--- src/rtl/tsas_pkg.sv ---
`timescale 1ns / 1ps
// ---------------------------------------------------------------------------
// tsas_pkg
// Shared types and constants of the timed sweep actuator sequencer.
// ---------------------------------------------------------------------------
package tsas_pkg;

  localparam int unsigned CFG_W      = 20;
  localparam int unsigned CFG_IDX_W  = 3;
  localparam int unsigned DUR_W      = 16;
  localparam int unsigned TMO_W      = 20;
  localparam int unsigned CNT_W      = 8;
  localparam int unsigned ELAPSED_W  = 8;
  localparam int unsigned PTIME_W    = 17;
  localparam int unsigned TTIME_W    = 21;

  localparam logic [ELAPSED_W-1:0] MAX_TICK_MS = 8'd100;

  typedef enum logic [1:0] {
    OP_TICK   = 2'd0,
    OP_START  = 2'd1,
    OP_CANCEL = 2'd2,
    OP_NONE   = 2'd3
  } opcode_t;

  typedef enum logic [2:0] {
    PH_IDLE    = 3'd0,
    PH_SETTLE  = 3'd1,
    PH_PUSH    = 3'd2,
    PH_HOLD    = 3'd3,
    PH_RETRACT = 3'd4,
    PH_BETWEEN = 3'd5,
    PH_DONE    = 3'd6,
    PH_FAILED  = 3'd7
  } phase_t;

  typedef enum logic [CFG_IDX_W-1:0] {
    REG_SETTLE   = 3'd0,
    REG_PUSH_OUT = 3'd1,
    REG_HOLD     = 3'd2,
    REG_CAPTURE  = 3'd3,
    REG_RETRACT  = 3'd4,
    REG_BETWEEN  = 3'd5,
    REG_TIMEOUT  = 3'd6,
    REG_SWEEPS   = 3'd7
  } reg_idx_t;

  localparam logic [DUR_W-1:0] SETTLE_RST   = 16'd500;
  localparam logic [DUR_W-1:0] PUSH_OUT_RST = 16'd500;
  localparam logic [DUR_W-1:0] HOLD_RST     = 16'd500;
  localparam logic [DUR_W-1:0] CAPTURE_RST  = 16'd100;
  localparam logic [DUR_W-1:0] RETRACT_RST  = 16'd500;
  localparam logic [DUR_W-1:0] BETWEEN_RST  = 16'd200;
  localparam logic [TMO_W-1:0] TIMEOUT_RST  = 20'd10000;
  localparam logic [CNT_W-1:0] SWEEPS_RST   = 8'd1;

  typedef struct packed {
    logic [DUR_W-1:0] settle_ms;
    logic [DUR_W-1:0] push_out_ms;
    logic [DUR_W-1:0] hold_ms;
    logic [DUR_W-1:0] capture_wait_ms;
    logic [DUR_W-1:0] retract_ms;
    logic [DUR_W-1:0] between_ms;
    logic [TMO_W-1:0] timeout_ms;
    logic [CNT_W-1:0] sweep_count;
  } cfg_t;

  typedef struct packed {
    phase_t           phase;
    logic             finished;
    logic             success;
    logic             push_active;
    logic [CNT_W-1:0] sweeps;
  } status_t;

endpackage

--- src/rtl/tsas_cfg_regs.sv ---
`timescale 1ns / 1ps
// ---------------------------------------------------------------------------
// tsas_cfg_regs
// Write-only configuration registers of the sweep sequencer.
// ---------------------------------------------------------------------------
module tsas_cfg_regs (
  input  logic                            clk,
  input  logic                            rst_n,
  input  logic                            cfg_we,
  input  logic [tsas_pkg::CFG_IDX_W-1:0]  cfg_idx,
  input  logic [tsas_pkg::CFG_W-1:0]      cfg_wdata,
  output tsas_pkg::cfg_t                  cfg
);

  tsas_pkg::cfg_t cfg_r;
  tsas_pkg::cfg_t cfg_nxt;

  always_comb begin
    cfg_nxt = cfg_r;
    if (cfg_we) begin
      case (tsas_pkg::reg_idx_t'(cfg_idx))
        tsas_pkg::REG_SETTLE:   cfg_nxt.settle_ms       = cfg_wdata[tsas_pkg::DUR_W-1:0];
        tsas_pkg::REG_PUSH_OUT: cfg_nxt.push_out_ms     = cfg_wdata[tsas_pkg::DUR_W-1:0];
        tsas_pkg::REG_HOLD:     cfg_nxt.hold_ms         = cfg_wdata[tsas_pkg::DUR_W-1:0];
        tsas_pkg::REG_CAPTURE:  cfg_nxt.capture_wait_ms = cfg_wdata[tsas_pkg::DUR_W-1:0];
        tsas_pkg::REG_RETRACT:  cfg_nxt.retract_ms      = cfg_wdata[tsas_pkg::DUR_W-1:0];
        tsas_pkg::REG_BETWEEN:  cfg_nxt.between_ms      = cfg_wdata[tsas_pkg::DUR_W-1:0];
        tsas_pkg::REG_TIMEOUT:  cfg_nxt.timeout_ms      = cfg_wdata[tsas_pkg::TMO_W-1:0];
        tsas_pkg::REG_SWEEPS:   cfg_nxt.sweep_count     = cfg_wdata[tsas_pkg::CNT_W-1:0];
        default:                cfg_nxt = cfg_r;
      endcase
    end
  end

  always_ff @(posedge clk) begin
    if (!rst_n) begin
      cfg_r.settle_ms       <= tsas_pkg::SETTLE_RST;
      cfg_r.push_out_ms     <= tsas_pkg::PUSH_OUT_RST;
      cfg_r.hold_ms         <= tsas_pkg::HOLD_RST;
      cfg_r.capture_wait_ms <= tsas_pkg::CAPTURE_RST;
      cfg_r.retract_ms      <= tsas_pkg::RETRACT_RST;
      cfg_r.between_ms      <= tsas_pkg::BETWEEN_RST;
      cfg_r.timeout_ms      <= tsas_pkg::TIMEOUT_RST;
      cfg_r.sweep_count     <= tsas_pkg::SWEEPS_RST;
    end else begin
      cfg_r <= cfg_nxt;
    end
  end

  assign cfg = cfg_r;

endmodule

--- src/rtl/tsas_core.sv ---
`timescale 1ns / 1ps
// ---------------------------------------------------------------------------
// tsas_core
// Phase state machine, timers and sweep counter; applies one request when
// fire is high and presents the status after that request.
// ---------------------------------------------------------------------------
module tsas_core #(
  parameter logic [tsas_pkg::ELAPSED_W-1:0] MAX_TICK_MS = tsas_pkg::MAX_TICK_MS
) (
  input  logic                             clk,
  input  logic                             rst_n,
  input  logic                             fire,
  input  tsas_pkg::opcode_t                opcode,
  input  logic [tsas_pkg::ELAPSED_W-1:0]   elapsed_ms,
  input  logic                             captured,
  input  tsas_pkg::cfg_t                   cfg,
  output tsas_pkg::status_t                status_nxt
);

  tsas_pkg::phase_t                 phase_r, phase_nxt;
  logic [tsas_pkg::PTIME_W-1:0]     ptime_r, ptime_nxt;
  logic [tsas_pkg::TTIME_W-1:0]     ttime_r, ttime_nxt;
  logic [tsas_pkg::CNT_W-1:0]       sweeps_r, sweeps_nxt;
  logic                             done_r, done_nxt;
  logic                             succ_r, succ_nxt;
  logic                             cancel_r, cancel_nxt;

  logic [tsas_pkg::ELAPSED_W-1:0]   dt;
  logic [tsas_pkg::PTIME_W:0]       ptime_sum;
  logic [tsas_pkg::TTIME_W:0]       ttime_sum;
  logic [tsas_pkg::PTIME_W-1:0]     ptime_sat;
  logic [tsas_pkg::TTIME_W-1:0]     ttime_sat;
  logic [tsas_pkg::DUR_W-1:0]       hold_dur;
  logic [tsas_pkg::CNT_W-1:0]       sweeps_inc;

  assign dt = (elapsed_ms > MAX_TICK_MS) ? MAX_TICK_MS : elapsed_ms;
  assign ptime_sum = {1'b0, ptime_r} + {{(tsas_pkg::PTIME_W+1-tsas_pkg::ELAPSED_W){1'b0}}, dt};
  assign ttime_sum = {1'b0, ttime_r} + {{(tsas_pkg::TTIME_W+1-tsas_pkg::ELAPSED_W){1'b0}}, dt};
  assign ptime_sat = ptime_sum[tsas_pkg::PTIME_W] ? '1 : ptime_sum[tsas_pkg::PTIME_W-1:0];
  assign ttime_sat = ttime_sum[tsas_pkg::TTIME_W] ? '1 : ttime_sum[tsas_pkg::TTIME_W-1:0];
  assign hold_dur  = captured ? cfg.capture_wait_ms : cfg.hold_ms;
  assign sweeps_inc = (sweeps_r == '1) ? sweeps_r : sweeps_r + 8'd1;

  // next state
  always_comb begin
    phase_nxt  = phase_r;
    ptime_nxt  = ptime_r;
    ttime_nxt  = ttime_r;
    sweeps_nxt = sweeps_r;
    done_nxt   = done_r;
    succ_nxt   = succ_r;
    cancel_nxt = cancel_r;
    case (opcode)
      tsas_pkg::OP_TICK: begin
        if (!done_r && phase_r != tsas_pkg::PH_IDLE) begin
          ttime_nxt = ttime_sat;
          ptime_nxt = ptime_sat;
          if (ttime_sat >= {1'b0, cfg.timeout_ms}) begin
            done_nxt  = 1'b1;
            succ_nxt  = 1'b0;
            phase_nxt = tsas_pkg::PH_FAILED;
            ptime_nxt = '0;
          end else begin
            case (phase_r)
              tsas_pkg::PH_SETTLE: begin
                if (ptime_sat >= {1'b0, cfg.settle_ms}) begin
                  phase_nxt = tsas_pkg::PH_PUSH;
                  ptime_nxt = '0;
                end
              end
              tsas_pkg::PH_PUSH: begin
                if (ptime_sat >= {1'b0, cfg.push_out_ms}) begin
                  phase_nxt = tsas_pkg::PH_HOLD;
                  ptime_nxt = '0;
                end
              end
              tsas_pkg::PH_HOLD: begin
                if (ptime_sat >= {1'b0, hold_dur}) begin
                  phase_nxt = tsas_pkg::PH_RETRACT;
                  ptime_nxt = '0;
                end
              end
              tsas_pkg::PH_RETRACT: begin
                if (ptime_sat >= {1'b0, cfg.retract_ms}) begin
                  sweeps_nxt = sweeps_inc;
                  ptime_nxt  = '0;
                  if (sweeps_inc >= cfg.sweep_count) begin
                    done_nxt  = 1'b1;
                    succ_nxt  = !cancel_r;
                    phase_nxt = tsas_pkg::PH_DONE;
                  end else begin
                    phase_nxt = tsas_pkg::PH_BETWEEN;
                  end
                end
              end
              tsas_pkg::PH_BETWEEN: begin
                if (ptime_sat >= {1'b0, cfg.between_ms}) begin
                  phase_nxt = tsas_pkg::PH_PUSH;
                  ptime_nxt = '0;
                end
              end
              default: begin
                phase_nxt = phase_r;
              end
            endcase
          end
        end
      end
      tsas_pkg::OP_START: begin
        cancel_nxt = 1'b0;
        done_nxt   = 1'b0;
        succ_nxt   = 1'b0;
        ttime_nxt  = '0;
        sweeps_nxt = '0;
        phase_nxt  = tsas_pkg::PH_SETTLE;
        ptime_nxt  = '0;
      end
      tsas_pkg::OP_CANCEL: begin
        cancel_nxt = 1'b1;
        done_nxt   = 1'b1;
        succ_nxt   = 1'b0;
        phase_nxt  = tsas_pkg::PH_FAILED;
        ptime_nxt  = '0;
      end
      default: begin
        phase_nxt = phase_r;
      end
    endcase
  end

  // outputs
  always_comb begin
    status_nxt.phase       = phase_nxt;
    status_nxt.finished    = done_nxt;
    status_nxt.success     = succ_nxt;
    status_nxt.push_active = (phase_nxt == tsas_pkg::PH_PUSH) ||
                             (phase_nxt == tsas_pkg::PH_HOLD);
    status_nxt.sweeps      = sweeps_nxt;
  end

  always_ff @(posedge clk) begin
    if (!rst_n) begin
      phase_r  <= tsas_pkg::PH_IDLE;
      ptime_r  <= '0;
      ttime_r  <= '0;
      sweeps_r <= '0;
      done_r   <= 1'b0;
      succ_r   <= 1'b0;
      cancel_r <= 1'b0;
    end else if (fire) begin
      phase_r  <= phase_nxt;
      ptime_r  <= ptime_nxt;
      ttime_r  <= ttime_nxt;
      sweeps_r <= sweeps_nxt;
      done_r   <= done_nxt;
      succ_r   <= succ_nxt;
      cancel_r <= cancel_nxt;
    end
  end

endmodule

--- src/rtl/timed_sweep_actuator_sequencer.sv ---
`timescale 1ns / 1ps
// ---------------------------------------------------------------------------
// timed_sweep_actuator_sequencer
// Settle / push / hold / retract / pause sweep sequencer with timeout.
// ---------------------------------------------------------------------------
// Usage:
//   Input channel (in_*): one request per valid/ready handshake, opcode
//   tick, start or cancel; a tick carries elapsed milliseconds (clamped to
//   MAX_TICK_MS, 100 by default) and the capture sensor flag.
//   Output channel (out_*): exactly one status per request, giving the
//   phase, finished, success, push-active and the sweeps completed so far.
//   Config port (cfg_*): single-cycle writes of the eight timing and count
//   registers, to be made while no request is in flight.
//   Path: the input handshake fills the input register; out_valid rises
//   once its status lands in the output register. Throughput: one request
//   per cycle while out_ready is high; the phase logic lies between them.
//   Stall: while out_ready is low the output holds, one more request may
//   wait in the input register, then in_ready drops.
//   Reset: synchronous, clears both pipeline valid flags, returns the phase
//   to idle with timers and counters zeroed and loads the register defaults.
// ---------------------------------------------------------------------------
module timed_sweep_actuator_sequencer #(
  parameter logic [tsas_pkg::ELAPSED_W-1:0] MAX_TICK_MS = tsas_pkg::MAX_TICK_MS
) (
  input  logic                             clk,
  input  logic                             rst_n,
  input  logic                             cfg_we,
  input  logic [tsas_pkg::CFG_IDX_W-1:0]   cfg_idx,
  input  logic [tsas_pkg::CFG_W-1:0]       cfg_wdata,
  input  logic                             in_valid,
  output logic                             in_ready,
  input  logic [1:0]                       in_opcode,
  input  logic [tsas_pkg::ELAPSED_W-1:0]   in_elapsed_ms,
  input  logic                             in_captured,
  output logic                             out_valid,
  input  logic                             out_ready,
  output logic [2:0]                       out_phase_code,
  output logic                             out_finished,
  output logic                             out_success,
  output logic                             out_push_active,
  output logic [tsas_pkg::CNT_W-1:0]       out_sweeps_completed
);

  tsas_pkg::cfg_t                   cfg;
  tsas_pkg::status_t                status_nxt;

  logic                             s1_valid_r, s1_valid_nxt;
  tsas_pkg::opcode_t                s1_op_r;
  logic [tsas_pkg::ELAPSED_W-1:0]   s1_elapsed_r;
  logic                             s1_capt_r;
  logic                             out_valid_r, out_valid_nxt;
  tsas_pkg::status_t                out_stat_r;

  logic                             advance;
  logic                             in_fire;
  logic                             core_fire;

  assign advance   = !out_valid_r || out_ready;
  assign in_ready  = !s1_valid_r || advance;
  assign in_fire   = in_valid && in_ready;
  assign core_fire = s1_valid_r && advance;

  tsas_cfg_regs u_cfg (
    .clk       (clk),
    .rst_n     (rst_n),
    .cfg_we    (cfg_we),
    .cfg_idx   (cfg_idx),
    .cfg_wdata (cfg_wdata),
    .cfg       (cfg)
  );

  tsas_core #(
    .MAX_TICK_MS (MAX_TICK_MS)
  ) u_core (
    .clk           (clk),
    .rst_n         (rst_n),
    .fire          (core_fire),
    .opcode        (s1_op_r),
    .elapsed_ms    (s1_elapsed_r),
    .captured      (s1_capt_r),
    .cfg           (cfg),
    .status_nxt    (status_nxt)
  );

  always_comb begin
    s1_valid_nxt = s1_valid_r;
    if (in_fire) begin
      s1_valid_nxt = 1'b1;
    end else if (core_fire) begin
      s1_valid_nxt = 1'b0;
    end
    out_valid_nxt = out_valid_r;
    if (core_fire) begin
      out_valid_nxt = 1'b1;
    end else if (out_ready) begin
      out_valid_nxt = 1'b0;
    end
  end

  always_ff @(posedge clk) begin
    if (!rst_n) begin
      s1_valid_r  <= 1'b0;
      out_valid_r <= 1'b0;
    end else begin
      s1_valid_r  <= s1_valid_nxt;
      out_valid_r <= out_valid_nxt;
    end
  end

  always_ff @(posedge clk) begin
    if (in_fire) begin
      s1_op_r      <= tsas_pkg::opcode_t'(in_opcode);
      s1_elapsed_r <= in_elapsed_ms;
      s1_capt_r    <= in_captured;
    end
    if (core_fire) begin
      out_stat_r <= status_nxt;
    end
  end

  assign out_valid            = out_valid_r;
  assign out_phase_code       = out_stat_r.phase;
  assign out_finished         = out_stat_r.finished;
  assign out_success          = out_stat_r.success;
  assign out_push_active      = out_stat_r.push_active;
  assign out_sweeps_completed = out_stat_r.sweeps;

endmodule

--- config.mk ---
export PLATFORM = sky130hd
export DESIGN_NAME = timed_sweep_actuator_sequencer
export DESIGN_NICKNAME = d
export VERILOG_FILES = /design/src/rtl/tsas_pkg.sv /design/src/rtl/tsas_cfg_regs.sv /design/src/rtl/tsas_core.sv /design/src/rtl/timed_sweep_actuator_sequencer.sv
export SDC_FILE = /design/constraint.sdc
export NUM_CORES = 1
export LEC_CHECK = 0
export BUFFER_PORTS_ARGS = -buffer_cell sky130_fd_sc_hd__buf_2
export CORE_ASPECT_RATIO = 0.9
export CORE_MARGIN = 2
export CORE_UTILIZATION = 25
export DETAILED_ROUTE_END_ITERATION = 8
export PLACE_DENSITY_LB_ADDON = 0.25
export SYNTH_ARGS = -nofsm -noshare
export SYNTH_HDL_FRONTEND = slang
export SYNTH_SLANG_ARGS = --single-unit
--- constraint.sdc ---
create_clock -name clk -period 13.8 [get_ports clk]
set_input_delay 2.76 -clock clk [delete_from_list [all_inputs] [get_ports clk]]
set_output_delay 2.76 -clock clk [all_outputs]
set_load 0.01 [all_outputs]
==> results of run 1 <==
## power groups by stage
stage          clock network [mW]  registers [mW]  logic (mW)
6_report                    0.711           0.625       0.160
5_1_grt                     0.756           0.626       0.178
4_1_cts                     0.732           0.624       0.159
3_5_place_dp                    0           0.637       0.158
3_3_place_gp                    0           0.637       0.157
2_1_floorplan                   0           0.635       0.105
## worst max-delay path: cells and delay by family, from the launching register on
family,cells,cell delay (ps)
flops,1,380
simple gates,11,1990
buf+inv,1,60
compound gates,13,3480
fa+ha+maj,3,1000
## per-layer routing
metal  wire [um]  share of wire  GRT usage
met1       19320           0.50     0.2249
met2       16040           0.42     0.2286
met3        2348          0.061    0.02741
met4         709          0.018    0.03360
met5          13        0.00034          0
## state kept, by name, summed over array words and instances (netlist names)
| signal | count |
|---|---|
| u_cfg.cfg | 124 |
| u_core.ttime_r | 21 |
| u_core.ptime_r | 17 |
| out_sweeps_completed | 8 |
| s1_elapsed_r | 8 |
| u_core.sweeps_r | 8 |
| out_phase_code | 3 |
| u_core.phase_r | 3 |
| s1_op_r | 2 |
| out_finished | 1 |
| out_push_active | 1 |
| out_success | 1 |
| out_valid | 1 |
| s1_capt_r | 1 |
| s1_valid_r | 1 |
| u_core.cancel_r | 1 |
| u_core.done_r | 1 |
| u_core.succ_r | 1 |
## layout by cell type, fill, tap and decap left out, drive strengths merged, types with 11 or more instances in the layout
cell | Yosys | final
ha | 114 | 114
a21o | 19 | 19
nand3 | 53 | 53
inv | 110 | 112
o211ai | 38 | 38
buf | 10 | 70
clkbuf | 62 | 33
xor2 | 13 | 13
a21oi | 147 | 147
a31oi | 13 | 13
edfxtp | 25 | 25
nand2 | 324 | 324
nor2b | 16 | 16
and2 | 11 | 11
o21a | 12 | 12
o21ai | 56 | 56
dfxtp | 178 | 178
nand4 | 22 | 22
nand2b | 12 | 12
xnor2 | 15 | 15
a22oi | 18 | 18
mux2i | 21 | 21
nor2 | 87 | 87
nor3 | 19 | 19
## worst paths after layout
path | endpoint | slack (ps) | start | depth (start not counted)
worst min-delay path | u_cfg.cfg[4]$_SDFFE_PN0P_ | 450 | u_cfg.cfg[4]$_SDFFE_PN0P_ | 2
worst max-delay path | u_core.ptime_r[7]$_SDFFE_PN0P_ | 6790 | s1_elapsed_r[6]$_DFFE_PP_ | 28
worst min register to register | u_cfg.cfg[4]$_SDFFE_PN0P_ | 450 | u_cfg.cfg[4]$_SDFFE_PN0P_ | 2
worst max register to register | u_core.ptime_r[7]$_SDFFE_PN0P_ | 6790 | s1_elapsed_r[6]$_DFFE_PP_ | 28
## cell families after synthesis
| family | count (synthesis) | synth area share |
|---|---|---|
| AO/OA/AOI/OAI | 374 | 0.1986 |
| XOR/XNOR | 30 | 0.02408 |
| adder cells (fa/ha/maj) | 120 | 0.1245 |
| buffers and inverters | 183 | 0.05900 |
| flip-flops | 203 | 0.3563 |
| multiplexers | 27 | 0.02294 |
| other | 1 | 0.0003097 |
| AND/OR/NAND/NOR | 584 | 0.2143 |
## layout make-up
type / instances / area share
clock inverters: 12 / 0.01395
multi-input cells: 1137 / 0.5110
inverters: 111 / 0.03006
clock buffers: 33 / 0.05005
flip-flops and latches: 203 / 0.3104
repair buffers: 70 / 0.02808
well taps: 624 / 0.05617
diodes: 2 / 0.0003600
==> metrics.yaml, run 1 <==
synth_most_common_cell: "nand2_1"
nets: 1703
maxSlewViolCount: 0
cts_tree: "done"
ys_seq_area_frac: 0.3563
cap_violations: 0
ios: 55
period_share: 0.5081
n_fill_cell: 5115
dp_hpwl_mm: 27.91
hold_ws_ps: 454.3
grt_first_pass_wirelength_mm: 59.40
arrival_ps: 7470
die-area_mm2: 0.05022
yosys-top-cells-area: "dfxtp_1 29%, ha_1 12%, nand2_1 10%"
antenna_found_initial: 3
netlist_area_mm2: 0.01211
synth_top_flop_cell: "dfxtp_1"
yosysUniqueCellTypes: 84
cp_slowest_cell: "o21ai_0"
peakVddDrop_uv: 94.78
clock_sinks: 203
instances_no_fill: 2192
synth_largest_area_cell: "dfxtp_1"
ys_ff_latch: 203
status: "finished, final reports clean"
wire_per_inst_um: 17.53
ctsResizeCount: 0
synth_top_area_share: 0.2943
synthArstFlopShare: 0
grt_max_degree: 64
critPathRequiredTime_ps: 14260
wl_mm: 38.43
switching_share: 0.2627
register_area_mm2: 0.004314
min_path_type: "reg -> reg"
ant_nets: 0
pwr-share-seq: 0.418
cp-end-kind: "register"
port_buffers: 54
grt_pass1_vias: 10090
post_route_cells_drive_above_1_share: 0.09898
grtUsageTotal: 0.1522
clkPwrFrac: 0.476
rows: 76
vias_per_cell: 4.863
vias: 10660
power_mw: 1.495
synth.avg_cell_area_um2: 7.956
p_leak_nw: 5.616
hold_viol_final: 0
slowest_delay_ps: 780
dr.first_iter.drc_count: 820
critPathMaxFanout: 11
dp_slack_ps: 6807
die_h_um: 212.8
p_sw_mw: 0.3928
final_util: 0.2906
multi_input_area_mm2: 0.007103
remaining_drc_errors: 0
synth_edf_count: 25
cts_max_path_buffers: 3
worst_pin_slew_ps: 1206
yosys_warnings: 0
pwr-share-comb: 0.107
fmax_mhz: 142.6
max-slew-margin-rel: 0.1933
finalInstanceArea_mm2: 0.01390
ctsHoldBuffers: 0
gp_congestion: 0.8271
layout_setup_ws_ps: 6788
rsz0062_at_grt: "no"
h-tree-depth: 1
post_cts_buffers: 0
p_int_mw: 1.103
synth_common_cells: "324 x nand2_1, 178 x dfxtp_1, 147 x a21oi_1, 114 x ha_1, 110 x inv_1"
netlist_instances: 1522
crit_type: "reg -> reg"
p_per_area_mw_per_mm2: 107.6
die_w_um: 236.0
skew_ps: 21.42
grt_overflow: 0
clock-root-buffer: "clkbuf_16"
place_area_mm2: 0.01301
initial_core_util: 0.2532
clkTransAtPathRegs_ps: 50
post-route-min-period_ps: 7012
startpoint_type: "register"
finalSetupViolations: 0
core_mm2: 0.04783
dr.pass1.iters: 5
worstSkewPairLatency_ps: 560
cts_buffers: 25
area_growth_pct: 14.80
post-place-cells: 2145
finalSetupTns_ps: 0
Note: power is estimated with default switching activity, not from simulation.
==> run 2, diff against run 1 <==
Clock period 13.8 ns to 6.93 ns, I/O delays scaled along.
==> metrics.yaml, run 2 (synthesis results as in run 1) <==
status: "finished, final reports clean"
die-area_mm2: 0.05022  # unchanged
core_mm2: 0.04783  # unchanged
vias_per_cell: 4.965  # +2.1%
vias: 10920  # +2.5%
cts_tree: "done"
finalSetupTns_ps: 0  # unchanged
clock-root-buffer: "clkbuf_16"
die_h_um: 212.8  # unchanged
final_util: 0.2899  # -0.0007070
dp_slack_ps: 640.1  # -6167 ps
register_area_mm2: 0.004314  # unchanged
fmax_mhz: 156.7  # +9.9%
wl_mm: 38.82  # +1.0%
finalSetupViolations: 0  # unchanged
dr.first_iter.drc_count: 1007  # +23%
cp-end-kind: "register"
final_cell_mix: "324 x nand2_1, 178 x dfxtp_1, 147 x a21oi_1, 114 x ha_1, 110 x inv_1"
peakVddDrop_uv: 158.6  # +67%
finalInstanceArea_mm2: 0.01387  # -0.24%
post_cts_buffers: 0  # unchanged
grt_use_met1: 0.2347  # +0.009850
critPathMaxFanout: 6  # -5
p_per_area_mw_per_mm2: 205.9  # +91%
dp_hpwl_mm: 28.29  # +1.4%
die_w_um: 236.0  # unchanged
grt_pass1_vias: 10400  # +3.1%
grt_use_met3: 0.03025  # +0.002844
largest_reg_flops: 124  # unchanged
arrival_ps: 6680  # -790 ps
h-tree-depth: 1  # unchanged
post_route_cells_drive_above_1_share: 0.1004  # +0.001403
grt_max_degree: 84  # +31%
grtUsageTotal: 0.1564  # +0.004185
startpoint_type: "register"
layout_setup_ws_ps: 549.9  # -6238 ps
min_path_type: "reg -> reg"
ant_nets: 0  # unchanged
use_met2: 0.2233  # -0.005289
cts_max_path_buffers: 3  # unchanged
rows: 76  # unchanged
rsz0062_at_grt: "no"
skew_ps: 20.62  # -0.8054 ps
maxSlewViolCount: 0  # unchanged
grt_first_pass_wirelength_mm: 61.35  # +3.3%
top_usage_layer: "met1"
grt_overflow: 0  # unchanged
hold_viol_final: 0  # unchanged
wire_per_inst_um: 17.65  # +0.66%
ctsHoldBuffers: 0  # unchanged
multi_input_area_mm2: 0.007103  # unchanged
final_common_cell: "nand2_1"
clkTransAtPathRegs_ps: 60  # about the same
cap_violations: 0  # unchanged
critPathRequiredTime_ps: 7230  # -7030 ps
nets: 1712  # +0.53%
p_leak_nw: 5.626  # +0.17%
antenna_found_initial: 2  # -1
ios: 55  # unchanged
gp_congestion: 0.9100  # +10%
port_buffers: 54  # unchanged
n_fill_cell: 5100  # -0.29%
hold_depth: 2  # unchanged
crit_type: "reg -> reg"
max-slew-margin-rel: 0.3324  # +0.1392
worst_pin_slew_ps: 1000  # -205.4 ps
cts_buffers: 25  # unchanged
period_share: 0.9207  # +0.4125
place_area_mm2: 0.01307  # +0.52%
dr.pass1.iters: 8  # +3
ff2ff_path_depth: 24  # -14%
initial_core_util: 0.2532  # unchanged
area_growth_pct: 14.52
clock_sinks: 203  # unchanged
remaining_drc_errors: 0  # unchanged
post-route-min-period_ps: 6380  # -632.3 ps
power_mw: 2.856  # +91%
worstSkewPairLatency_ps: 560  # about the same
ctsResizeCount: 0  # unchanged
ff2ff_setup_slack_ps: 550  # -6240 ps
[run 2: cell count changes in the layout (fill, tap and decap cells not counted), sizes merged]
cell	before	now
clkinvlp	3	0
buf	70	79
clkbuf	33	36
bufinv	4	1
clkinv	4	6
[run 2: worst max-delay path, stage by stage, from the launching register on]
cell      delay [ps]
edfxtp_1         400
nand2_1          230
a21oi_1           80
or3_1            360
ha_1             370
a21oi_1          200
nand2_1          190
maj3_1           390
a21oi_1          260
o21bai_1          90
a21oi_1          170
xnor2_1           80
nor2_1           170
inv_1            200
ha_1             350
and4_1           200
nand4_1          140
o31ai_1          280
a21oi_1          110
maj3_2           320
o311a_1          420
and2_0           160
a311o_1          370
or3_1            400
and2_1           160
[run 2: layout make-up]
type,count,share of cell area
Clock inverter,8,0.005865
Clock buffer,36,0.05098
Tap cell,624,0.05630
Antenna cell,2,0.0003609
Sequential cell,203,0.3111
Inverter,111,0.03014
Timing Repair Buffer,79,0.03302
Multi-Input combinational cell,1137,0.5122
[run 2: per-layer routing]
| metal | share of wire | vias up |
|---|---|---|
| li1 | - | 5388 |
| met1 | 0.52 | 5180 |
| met2 | 0.39 | 287 |
| met3 | 0.060 | 65 |
| met4 | 0.028 | 2 |
| met5 | 0.00033 | - |
[run 2: worst paths after layout]
kind | startpoint | to
worst min register to register | u_cfg.cfg[101]$_SDFFE_PN0P_ | u_cfg.cfg[101]$_SDFFE_PN0P_
worst max-delay path | s1_elapsed_r[5]$_DFFE_PP_ | out_phase_code[0]$_DFFE_PP_
worst min-delay path | u_cfg.cfg[101]$_SDFFE_PN0P_ | u_cfg.cfg[101]$_SDFFE_PN0P_
worst max register to register | s1_elapsed_r[5]$_DFFE_PP_ | out_phase_code[0]$_DFFE_PP_
[run 2: report_power, final]
| part | total, mW | switching [mW] | internal [mW] |
|---|---|---|---|
| registers | 1.24 | 0.0206 | 1.22 |
| logic | 0.320 | 0.209 | 0.111 |
| clock network | 1.29 | 0.545 | 0.747 |
| total | 2.86 | 0.774 | 2.08 |
[run 2: stage by stage]
stage,hold WS (ps),instances
floorplan,431.5,1523
detailed placement,446.3,2154
global placement,441.7,2154
global route,471.5,2199
finish,453.4,2200
CTS,454.4,2198
